### config.mk
export PLATFORM = sky130hd
export DESIGN_NAME = key_prefix_line_merger_unit
export DESIGN_NICKNAME = d
export VERILOG_FILES = /design/src/kplm_pkg.sv /design/src/kplm_ram.sv /design/src/kplm_out_reg.sv /design/src/kplm_ctrl.sv /design/src/key_prefix_line_merger_unit.sv
export SDC_FILE = /design/constraint.sdc
export NUM_CORES = 1
export LEC_CHECK = 0
export BUFFER_PORTS_ARGS = -buffer_cell sky130_fd_sc_hd__clkbuf_2
export CELL_PAD_IN_SITES_DETAIL_PLACEMENT = 1
export CELL_PAD_IN_SITES_GLOBAL_PLACEMENT = 2
export CORE_UTILIZATION = 47
export DETAILED_ROUTE_END_ITERATION = 8
export HOLD_SLACK_MARGIN = 0.06
export PLACE_DENSITY = 0.89
export REMOVE_ABC_BUFFERS = 1
export SYNTH_ARGS = -nofsm -noshare
export SYNTH_HDL_FRONTEND = slang
export SYNTH_SLANG_ARGS = --single-unit
### constraint.sdc
create_clock -name clock -period 10.18 [get_ports clock]
set_input_delay 1.527 -clock clock [delete_from_list [all_inputs] [get_ports clock]]
set_output_delay 1.527 -clock clock [all_outputs]
set_load 0.1 [all_outputs]
### src/kplm_pkg.sv
`timescale 1ns / 1ps
// ----------------------------------------------------------------------------
// kplm_pkg
// Shared constants and types for the key prefix line merger.
// ----------------------------------------------------------------------------
package kplm_pkg;

   localparam int KEY_DEPTH = 32;
   localparam int KEY_AW    = (KEY_DEPTH > 1) ? $clog2(KEY_DEPTH) : 1;
   localparam int LEN_W     = $clog2(KEY_DEPTH + 1);
   localparam int POS_W     = 6;
   localparam int BYTE_W    = 8;
   localparam int CSR_IDX_W = 1;

   localparam logic [POS_W-1:0] POS_MAX      = 6'd63;
   localparam logic [LEN_W-1:0] KEY_DEPTH_LN = LEN_W'(KEY_DEPTH);
   localparam logic [POS_W-1:0] KEY_DEPTH_PS = POS_W'(KEY_DEPTH);

   localparam logic [BYTE_W-1:0] DELIM_RESET = 8'd32;
   localparam logic [BYTE_W-1:0] TERM_RESET  = 8'd10;

   localparam logic [CSR_IDX_W-1:0] CSR_DELIM = 1'd0;
   localparam logic [CSR_IDX_W-1:0] CSR_TERM  = 1'd1;

   // one output beat handed from the sequencer to the output register
   typedef struct packed {
      logic              valid;
      logic [BYTE_W-1:0] data;
      logic              last;
   } beat_type;

endpackage

### src/kplm_ram.sv
`timescale 1ns / 1ps
// ----------------------------------------------------------------------------
// kplm_ram
// Generic single write port, single read port RAM with registered read.
// ----------------------------------------------------------------------------
module kplm_ram #(
   parameter int WIDTH = 8,
   parameter int DEPTH = 32,
   parameter int AW    = (DEPTH > 1) ? $clog2(DEPTH) : 1
) (
   input  logic             clock,
   input  logic             wr_en,
   input  logic [AW-1:0]    wr_addr,
   input  logic [WIDTH-1:0] wr_data,
   input  logic [AW-1:0]    rd_addr,
   output logic [WIDTH-1:0] rd_data
);

   logic [WIDTH-1:0] mem_ff [DEPTH];
   logic [WIDTH-1:0] rd_data_ff;

   always_ff @(posedge clock) begin
      if (wr_en) begin
         mem_ff[wr_addr] <= wr_data;
      end
      rd_data_ff <= mem_ff[rd_addr];
   end

   assign rd_data = rd_data_ff;

endmodule

### src/kplm_out_reg.sv
`timescale 1ns / 1ps
// ----------------------------------------------------------------------------
// kplm_out_reg
// Output register for the result channel; frees the sequencer from the sink.
// ----------------------------------------------------------------------------
module kplm_out_reg (
   input  logic                       clock,
   input  logic                       reset,
   input  kplm_pkg::beat_type         beat_i,
   output logic                       slot_free,
   output logic                       rsp_tvalid,
   input  logic                       rsp_tready,
   output logic [kplm_pkg::BYTE_W-1:0] rsp_tdata,  // [7:0] out_byte
   output logic                       rsp_tlast
);

   import kplm_pkg::*;

   logic              valid_ff, valid_in;
   logic [BYTE_W-1:0] data_ff;
   logic              last_ff;

   assign slot_free = !valid_ff || rsp_tready;

   always_comb begin
      if (beat_i.valid) begin
         valid_in = 1'b1;
      end else if (rsp_tready) begin
         valid_in = 1'b0;
      end else begin
         valid_in = valid_ff;
      end
   end

   always_ff @(posedge clock) begin
      if (reset) begin
         valid_ff <= 1'b0;
      end else begin
         valid_ff <= valid_in;
      end
      if (beat_i.valid) begin
         data_ff <= beat_i.data;
         last_ff <= beat_i.last;
      end
   end

   assign rsp_tvalid = valid_ff;
   assign rsp_tdata  = data_ff;
   assign rsp_tlast  = last_ff;

`ifndef SYNTHESIS
   a_load_into_free_slot: assert property (@(posedge clock) disable iff (reset)
      beat_i.valid |-> slot_free)
      else $error("beat loaded while output slot is occupied");
`endif

endmodule

### src/kplm_ctrl.sv
`timescale 1ns / 1ps
// ----------------------------------------------------------------------------
// kplm_ctrl
// Sequencer: decides each byte against the stored key, then walks the key
// store one entry at a time to emit the matched prefix.
// ----------------------------------------------------------------------------
module kplm_ctrl (
   input  logic                          clock,
   input  logic                          reset,
   input  logic                          req_tvalid,
   output logic                          req_tready,
   input  logic [kplm_pkg::BYTE_W-1:0]   req_tdata,
   input  logic                          req_tuser,
   input  logic                          csr_wr_en,
   input  logic [kplm_pkg::CSR_IDX_W-1:0] csr_index,
   input  logic [kplm_pkg::BYTE_W-1:0]   csr_wdata,
   output logic [kplm_pkg::KEY_AW-1:0]   ram_rd_addr,
   input  logic [kplm_pkg::BYTE_W-1:0]   ram_rd_data,
   output logic                          ram_wr_en,
   output logic [kplm_pkg::KEY_AW-1:0]   ram_wr_addr,
   output logic [kplm_pkg::BYTE_W-1:0]   ram_wr_data,
   input  logic                          slot_free,
   output kplm_pkg::beat_type            beat_o
);

   import kplm_pkg::*;

   typedef enum logic [2:0] {
      ST_IDLE, ST_DECIDE, ST_TERM, ST_RD, ST_OUT, ST_ECHO
   } state_type;

   typedef enum logic [1:0] {
      MODE_FIRST = 2'd0, MODE_MATCH = 2'd1, MODE_BUILD = 2'd2, MODE_TAIL = 2'd3
   } mode_type;

   state_type         state_ff;
   mode_type          mode_ff, mode_in;
   logic [LEN_W-1:0]  key_len_ff, key_len_in;
   logic [POS_W-1:0]  line_pos_ff, line_pos_in;
   logic [BYTE_W-1:0] delim_ff, term_ff;
   logic              item_kind_ff;
   logic [BYTE_W-1:0] item_byte_ff;
   logic [LEN_W-1:0]  emit_len_ff, emit_len_in;
   logic              echo_ff, echo_in;
   logic              do_emit;
   logic [KEY_AW-1:0] idx_ff;

   logic              is_term, is_delim, lp_lt_kl, lp_ne_kl, hit, append;
   logic [LEN_W-1:0]  lp_clamp, kl_tmp;
   logic              idx_last;

   assign req_tready = (state_ff == ST_IDLE);

   // decision for the held byte; read data is key_store[line_pos]
   always_comb begin
      is_term  = (item_byte_ff == term_ff);
      is_delim = (item_byte_ff == delim_ff);
      lp_lt_kl = line_pos_ff < POS_W'(key_len_ff);
      lp_ne_kl = line_pos_ff != POS_W'(key_len_ff);
      lp_clamp = (line_pos_ff > KEY_DEPTH_PS) ? KEY_DEPTH_LN : LEN_W'(line_pos_ff);
      hit      = lp_lt_kl && (ram_rd_data == item_byte_ff);
      kl_tmp   = key_len_ff;
      mode_in  = mode_ff;
      do_emit  = 1'b0;
      echo_in  = 1'b0;
      append   = 1'b0;
      if (item_kind_ff) begin
         if ((mode_ff == MODE_MATCH) && lp_lt_kl) begin
            kl_tmp  = LEN_W'(line_pos_ff);
            do_emit = 1'b1;
         end
         mode_in = MODE_FIRST;
      end else if (is_term) begin
         if ((mode_ff == MODE_MATCH) && lp_ne_kl) begin
            kl_tmp  = lp_clamp;
            do_emit = 1'b1;
         end else if (mode_ff == MODE_BUILD) begin
            kl_tmp = lp_clamp;
         end
         mode_in = MODE_MATCH;
      end else if (is_delim) begin
         if ((mode_ff == MODE_MATCH) && lp_ne_kl) begin
            kl_tmp  = lp_clamp;
            do_emit = 1'b1;
         end
         mode_in = MODE_TAIL;
         echo_in = 1'b1;
      end else begin
         case (mode_ff)
            MODE_FIRST, MODE_BUILD: begin
               append  = 1'b1;
               echo_in = 1'b1;
            end
            MODE_MATCH: begin
               if (!hit) begin
                  kl_tmp  = lp_lt_kl ? LEN_W'(line_pos_ff) : key_len_ff;
                  do_emit = 1'b1;
                  mode_in = MODE_BUILD;
                  append  = 1'b1;
                  echo_in = 1'b1;
               end
            end
            default: begin
               echo_in = 1'b1;
            end
         endcase
      end

      emit_len_in = kl_tmp;
      ram_wr_en   = (state_ff == ST_DECIDE) && append && (kl_tmp < KEY_DEPTH_LN);
      ram_wr_addr = kl_tmp[KEY_AW-1:0];
      ram_wr_data = item_byte_ff;

      if (item_kind_ff) begin
         key_len_in = '0;
      end else if (append && (kl_tmp < KEY_DEPTH_LN)) begin
         key_len_in = kl_tmp + LEN_W'(1);
      end else begin
         key_len_in = kl_tmp;
      end

      if (item_kind_ff || is_term) begin
         line_pos_in = '0;
      end else if (line_pos_ff < POS_MAX) begin
         line_pos_in = line_pos_ff + POS_W'(1);
      end else begin
         line_pos_in = line_pos_ff;
      end
   end

   // read the compare entry at accept, the key entry being emitted otherwise
   always_comb begin
      if ((state_ff == ST_IDLE) && (line_pos_ff < KEY_DEPTH_PS)) begin
         ram_rd_addr = line_pos_ff[KEY_AW-1:0];
      end else if (state_ff == ST_IDLE) begin
         ram_rd_addr = '0;
      end else begin
         ram_rd_addr = idx_ff;
      end
   end

   assign idx_last = ((LEN_W'(idx_ff) + LEN_W'(1)) == emit_len_ff);

   always_comb begin
      beat_o.valid = 1'b0;
      beat_o.data  = item_byte_ff;
      beat_o.last  = 1'b1;
      unique case (state_ff)
         ST_TERM: begin
            beat_o.valid = slot_free;
            beat_o.data  = term_ff;
            beat_o.last  = (emit_len_ff == '0) && !echo_ff;
         end
         ST_OUT: begin
            beat_o.valid = slot_free;
            beat_o.data  = ram_rd_data;
            beat_o.last  = idx_last && !echo_ff;
         end
         ST_ECHO: begin
            beat_o.valid = slot_free;
         end
         default: begin
            beat_o.valid = 1'b0;
         end
      endcase
   end

   always_ff @(posedge clock) begin
      if (reset) begin
         state_ff    <= ST_IDLE;
         mode_ff     <= MODE_FIRST;
         key_len_ff  <= '0;
         line_pos_ff <= '0;
         delim_ff    <= DELIM_RESET;
         term_ff     <= TERM_RESET;
      end else begin
         if (csr_wr_en) begin
            unique case (csr_index)
               CSR_DELIM: delim_ff <= csr_wdata;
               CSR_TERM:  term_ff  <= csr_wdata;
               default:   ;
            endcase
         end
         unique case (state_ff)
            ST_IDLE: begin
               if (req_tvalid) begin
                  item_kind_ff <= req_tuser;
                  item_byte_ff <= req_tdata;
                  state_ff     <= ST_DECIDE;
               end
            end
            ST_DECIDE: begin
               mode_ff     <= mode_in;
               key_len_ff  <= key_len_in;
               line_pos_ff <= line_pos_in;
               emit_len_ff <= emit_len_in;
               echo_ff     <= echo_in;
               if (do_emit) begin
                  state_ff <= ST_TERM;
               end else if (echo_in) begin
                  state_ff <= ST_ECHO;
               end else begin
                  state_ff <= ST_IDLE;
               end
            end
            ST_TERM: begin
               if (slot_free) begin
                  idx_ff <= '0;
                  if (emit_len_ff != '0) begin
                     state_ff <= ST_RD;
                  end else if (echo_ff) begin
                     state_ff <= ST_ECHO;
                  end else begin
                     state_ff <= ST_IDLE;
                  end
               end
            end
            ST_RD: begin
               state_ff <= ST_OUT;
            end
            ST_OUT: begin
               if (slot_free) begin
                  if (!idx_last) begin
                     idx_ff   <= idx_ff + KEY_AW'(1);
                     state_ff <= ST_RD;
                  end else if (echo_ff) begin
                     state_ff <= ST_ECHO;
                  end else begin
                     state_ff <= ST_IDLE;
                  end
               end
            end
            ST_ECHO: begin
               if (slot_free) begin
                  state_ff <= ST_IDLE;
               end
            end
            default: begin
               state_ff <= ST_IDLE;
            end
         endcase
      end
   end

`ifndef SYNTHESIS
   a_key_len_bound: assert property (@(posedge clock) disable iff (reset)
      key_len_ff <= KEY_DEPTH_LN)
      else $error("key length beyond key store depth");

   a_first_line_len: assert property (@(posedge clock) disable iff (reset)
      (mode_ff == MODE_FIRST) |->
         (POS_W'(key_len_ff) ==
          ((line_pos_ff > KEY_DEPTH_PS) ? KEY_DEPTH_PS : line_pos_ff)))
      else $error("first line key length out of step with line position");

   a_last_ends_item: assert property (@(posedge clock) disable iff (reset)
      (beat_o.valid && beat_o.last) |=> (state_ff == ST_IDLE))
      else $error("sequencer busy after last beat of an item");

   a_emit_index: assert property (@(posedge clock) disable iff (reset)
      (state_ff == ST_OUT) |-> (LEN_W'(idx_ff) < emit_len_ff))
      else $error("emit index past matched prefix");
`endif

endmodule

### src/key_prefix_line_merger_unit.sv
`timescale 1ns / 1ps
// ----------------------------------------------------------------------------
// key_prefix_line_merger_unit
// Merges consecutive text lines sharing a key into one output line.
//
//   channel  dir  handshake              payload
//   req_     in   req_tvalid/req_tready  tdata[7:0] data_byte, tuser kind
//   rsp_     out  rsp_tvalid/rsp_tready  tdata[7:0] out_byte, tlast last_of_run
//   csr_     in   csr_wr_en              csr_index, csr_wdata[7:0]
//
// A byte that produces no beat passes ST_IDLE and ST_DECIDE, an echoed byte
// also ST_ECHO. Emitting a key sends the terminator from ST_TERM, then each key
// byte via ST_RD and ST_OUT, for the registered read of the key store walked.
// Reset is synchronous; the key store needs no clearing pass.
// Input is taken only while the sequencer idles; output stalls hold the
// sequencer, while a finished beat waits in the output register.
// ----------------------------------------------------------------------------
module key_prefix_line_merger_unit (
   input  logic                           clock,
   input  logic                           reset,
   input  logic                           req_tvalid,
   output logic                           req_tready,
   input  logic [kplm_pkg::BYTE_W-1:0]    req_tdata,   // [7:0] data_byte
   input  logic                           req_tuser,   // [0] kind
   output logic                           rsp_tvalid,
   input  logic                           rsp_tready,
   output logic [kplm_pkg::BYTE_W-1:0]    rsp_tdata,   // [7:0] out_byte
   output logic                           rsp_tlast,
   input  logic                           csr_wr_en,
   input  logic [kplm_pkg::CSR_IDX_W-1:0] csr_index,
   input  logic [kplm_pkg::BYTE_W-1:0]    csr_wdata
);

   import kplm_pkg::*;

   logic [KEY_AW-1:0] ram_rd_addr, ram_wr_addr;
   logic [BYTE_W-1:0] ram_rd_data, ram_wr_data;
   logic              ram_wr_en;
   logic              slot_free;
   beat_type          beat;

   kplm_ctrl u_ctrl (
      .clock       (clock),
      .reset       (reset),
      .req_tvalid  (req_tvalid),
      .req_tready  (req_tready),
      .req_tdata   (req_tdata),
      .req_tuser   (req_tuser),
      .csr_wr_en   (csr_wr_en),
      .csr_index   (csr_index),
      .csr_wdata   (csr_wdata),
      .ram_rd_addr (ram_rd_addr),
      .ram_rd_data (ram_rd_data),
      .ram_wr_en   (ram_wr_en),
      .ram_wr_addr (ram_wr_addr),
      .ram_wr_data (ram_wr_data),
      .slot_free   (slot_free),
      .beat_o      (beat)
   );

   kplm_ram #(
      .WIDTH (BYTE_W),
      .DEPTH (KEY_DEPTH),
      .AW    (KEY_AW)
   ) u_key_store (
      .clock   (clock),
      .wr_en   (ram_wr_en),
      .wr_addr (ram_wr_addr),
      .wr_data (ram_wr_data),
      .rd_addr (ram_rd_addr),
      .rd_data (ram_rd_data)
   );

   kplm_out_reg u_out_reg (
      .clock      (clock),
      .reset      (reset),
      .beat_i     (beat),
      .slot_free  (slot_free),
      .rsp_tvalid (rsp_tvalid),
      .rsp_tready (rsp_tready),
      .rsp_tdata  (rsp_tdata),
      .rsp_tlast  (rsp_tlast)
   );

endmodule

==> reports/results.txt <==
Post-synth top cells: edfxtp_1 (286), nand2_1 (194), a211oi_1 (89)
Tcrit/Tclk final: 0.485
Worst setup EP type: flip-flop
Row cnt: 64
Cts hold-fix bufs: 0
Synthesis Warnings: 0
Leakage: 5.24 nW
Clock tree buffer depth: 3
Synth area leaders: edfxtp_1 (59%), dfxtp_1 (5.8%), nand2_1 (5.0%), a211oi_1 (4.6%), a21oi_1 (2.1%)
Fin. Hold Viols: 0
Largest area contributor in the netlist: edfxtp_1
Mapped Cells: 1,209
Dpl hpwl: 25,000 um
Crit path required time: 10.31 ns
HP Start: u_ctrl.delim_ff[1]
Slew Viols, Final: 0
Grt total ovfl: 0
WP data arrival: 5.07 ns
Most frequent cell after synthesis: edfxtp_1
Gr usage total: 0.258
Chip Height: 178 um
Final-report setup violation count: 0
Vias in the first global route: 10.4k
Core ar.: 0.0306 mm^2
First-pass GRT wire length: 61,300 um
Worst hold path cell count: 2
Via density: 6.05
Max Cap Violations: 0
R2R Setup Slk: 5.24 ns
Initial core utilization: 0.477
Critical R2R Launch: u_ctrl.line_pos_ff[5]
Setup Buffers After CTS: 0
Wirelength per Cell: 24.4 um
Fraction of layout cells with a size suffix above 1: 0.0969
Flops & latches, synth: 328
Clock skew: 0.0177 ns
Worst slack, placed: 5.27 ns
Synth top area share: 0.589
RSZ-0062 raised after global routing: false
Critical R2R Capture: u_key_store.mem_ff[22][7]
Clock insertion delay at the later pin of the skew report: 0.52 ns
WL final: 40,000 um
DR vias: 9,896
Die width: 178 um
Setup TNS: 0 ns
Setup CP Type: flip-flop to flip-flop
Synth Flop Type: edfxtp_1
Synth-to-layout area growth: 10.4%
Worst Hold Class: flip-flop to flip-flop
Final WS setup: 5.24 ns
First-pass detailed-route iteration total: 5
CP max FO: 13
Diodes inserted: 0
Critical path startpoint category: flip-flop
EDFF count, synth: 286
Fmax: 203 MHz
R2R depth: 10
Clk sink count: 328
Synth async-reset ratio: 0
CTS tree: yes
Min-Delay Endpoint: u_ctrl.delim_ff[1]
Seq/Total Area, Yosys: 0.646
I/O pins: 34
Routed Antenna Nets: 0
DR iter-0 viols: 773
Initial antenna violation count: 0
PD cells: 205 mW/mm^2
Average size of a mapped cell: 12.1 um^2
Root Buffer: clkbuf_16
Relative slew margins: 0.265
Resized cells post-CTS: 0
Outcome: complete, no violations
Final min period: 4.94 ns
Die area: 0.0317 mm^2
Largest net degree at the start of global routing: 100
Worst-Margin Slew: 1.10 ns
Clk pin slew, worst setup/hold paths: 0.05 ns
Yosys cell types: 61
Mapped cell area: 0.0146 mm^2
Remaining DRCs: 0
H-tree Lvls: 2
Max IR drop VDD: 0.000111 V
Layout Nets: 1,248
RD Place Congestion: 0.842
CTS Buf Count: 37
Port Buffers: 33
per-layer routing:
metal,vias up,wire [um],GRT usage
met2,217,20500,0.455
met5,-,0,0
met4,0,1070,0.0826
met1,5069,16900,0.329
met3,68,1450,0.0332
li1,4542,-,-
cells in the final DEF (no fill, tap or decap), drive strengths merged, types with 14 or more instances in the layout:
cell type	netlist	final
edfxtp	286	286
nand2	194	194
a211oi	92	92
clkbuf	44	83
and2	68	68
nor2	65	65
a21oi	60	60
dfxtp	42	42
a31oi	40	40
a311oi	34	34
o21ai	23	23
xnor2	22	22
inv	19	22
o22ai	17	17
xor2	16	16
buf	39	14
final cells by class:
type | instances | area [um^2]
clock buffers | 50 | 1010
clock inverters | 16 | 116
fillers | 3139 | 14500
inverters | 19 | 71.3
multi-input cells | 779 | 4710
flip-flops and latches | 328 | 9430
well taps | 396 | 495
repair buffers | 47 | 270
worst max-delay path: stages, from the launching register on:
cell and delay [ns]:
dfxtp_1 0.59, ha_1 0.34, a21oi_1 0.14, o21ai_1 0.14, nor3_2 0.87, a31oi_1 0.27, a221oi_1 0.55, or2_2 0.24
ha_1 0.14, nand2_1 0.37, nor2_1 0.89
worst max path at each step:
stage | start | endpoint | slack [ns] | depth (start not counted)
2_1_floorplan | u_ctrl.state_ff[2] | u_key_store.rd_data[0] | 2.77 | 7
3_3_place_gp | u_ctrl.line_pos_ff[5] | u_key_store.mem_ff[22][1] | 5.36 | 10
3_5_place_dp | u_ctrl.line_pos_ff[5] | u_key_store.mem_ff[22][2] | 5.27 | 10
4_1_cts | u_ctrl.line_pos_ff[5] | u_key_store.mem_ff[22][4] | 5.22 | 10
5_1_grt | u_ctrl.line_pos_ff[5] | u_key_store.mem_ff[22][4] | 4.94 | 10
6_report | u_ctrl.line_pos_ff[5] | u_key_store.mem_ff[22][7] | 5.24 | 10
report_power, final:
group	total, W	internal [W]	switching, W	leakage (nW)
Sequential	0.00154	0.00149	0.0000452	2.92
Combinational	0.000503	0.000152	0.000351	1.77
Clock	0.00125	0.000727	0.000527	0.553
Total	0.00329	0.00237	0.000923	5.24
state kept, by name, summed over array words and instances, names as in the netlist, 3 cells and up:
name / flops
u_ctrl.emit_len_ff: 6
u_key_store.mem_ff: 256
u_ctrl.idx_ff: 5
u_ctrl.ram_wr_data: 8
u_ctrl.state_ff: 3
u_ctrl.delim_ff: 8
u_out_reg.rsp_tdata: 8
u_key_store.rd_data: 8
u_ctrl.line_pos_ff: 6
u_ctrl.term_ff: 8
u_ctrl.key_len_ff: 6
per-stage QoR:
| stage | instances | hold WS (ns) | power, W | utilization | cell area [um^2] |
|---|---|---|---|---|---|
| final | 1635 | 0.473 | 0.00329 | 0.527 | 16100 |
| after global routing | 1635 | 0.501 | 0.00339 | 0.527 | 16100 |
| after CTS | 1635 | 0.473 | 0.00331 | 0.526 | 16100 |
| after detailed placement | 1569 | 0.469 | 0.00207 | 0.489 | 15000 |
| after global placement | 1569 | 0.460 | 0.00205 | 0.489 | 15000 |
| after floorplan | 1126 | 0.443 | 0.00189 | - | 14200 |
logic make-up (layout without fill, tap and decap cells):
family                   after synthesis  after routing  share of synthesized area
AND/OR/NAND/NOR                      408            408                      0.131
flip-flops                           328            328                      0.646
AO/OA/AOI/OAI                        307            307                      0.146
buffers and inverters                102            132                     0.0334
XOR/XNOR                              38             38                     0.0228
adder cells (fa/ha/maj)               13             13                     0.0112
multiplexers                          13             13                    0.00944
(Power assumes the default switching activity.)
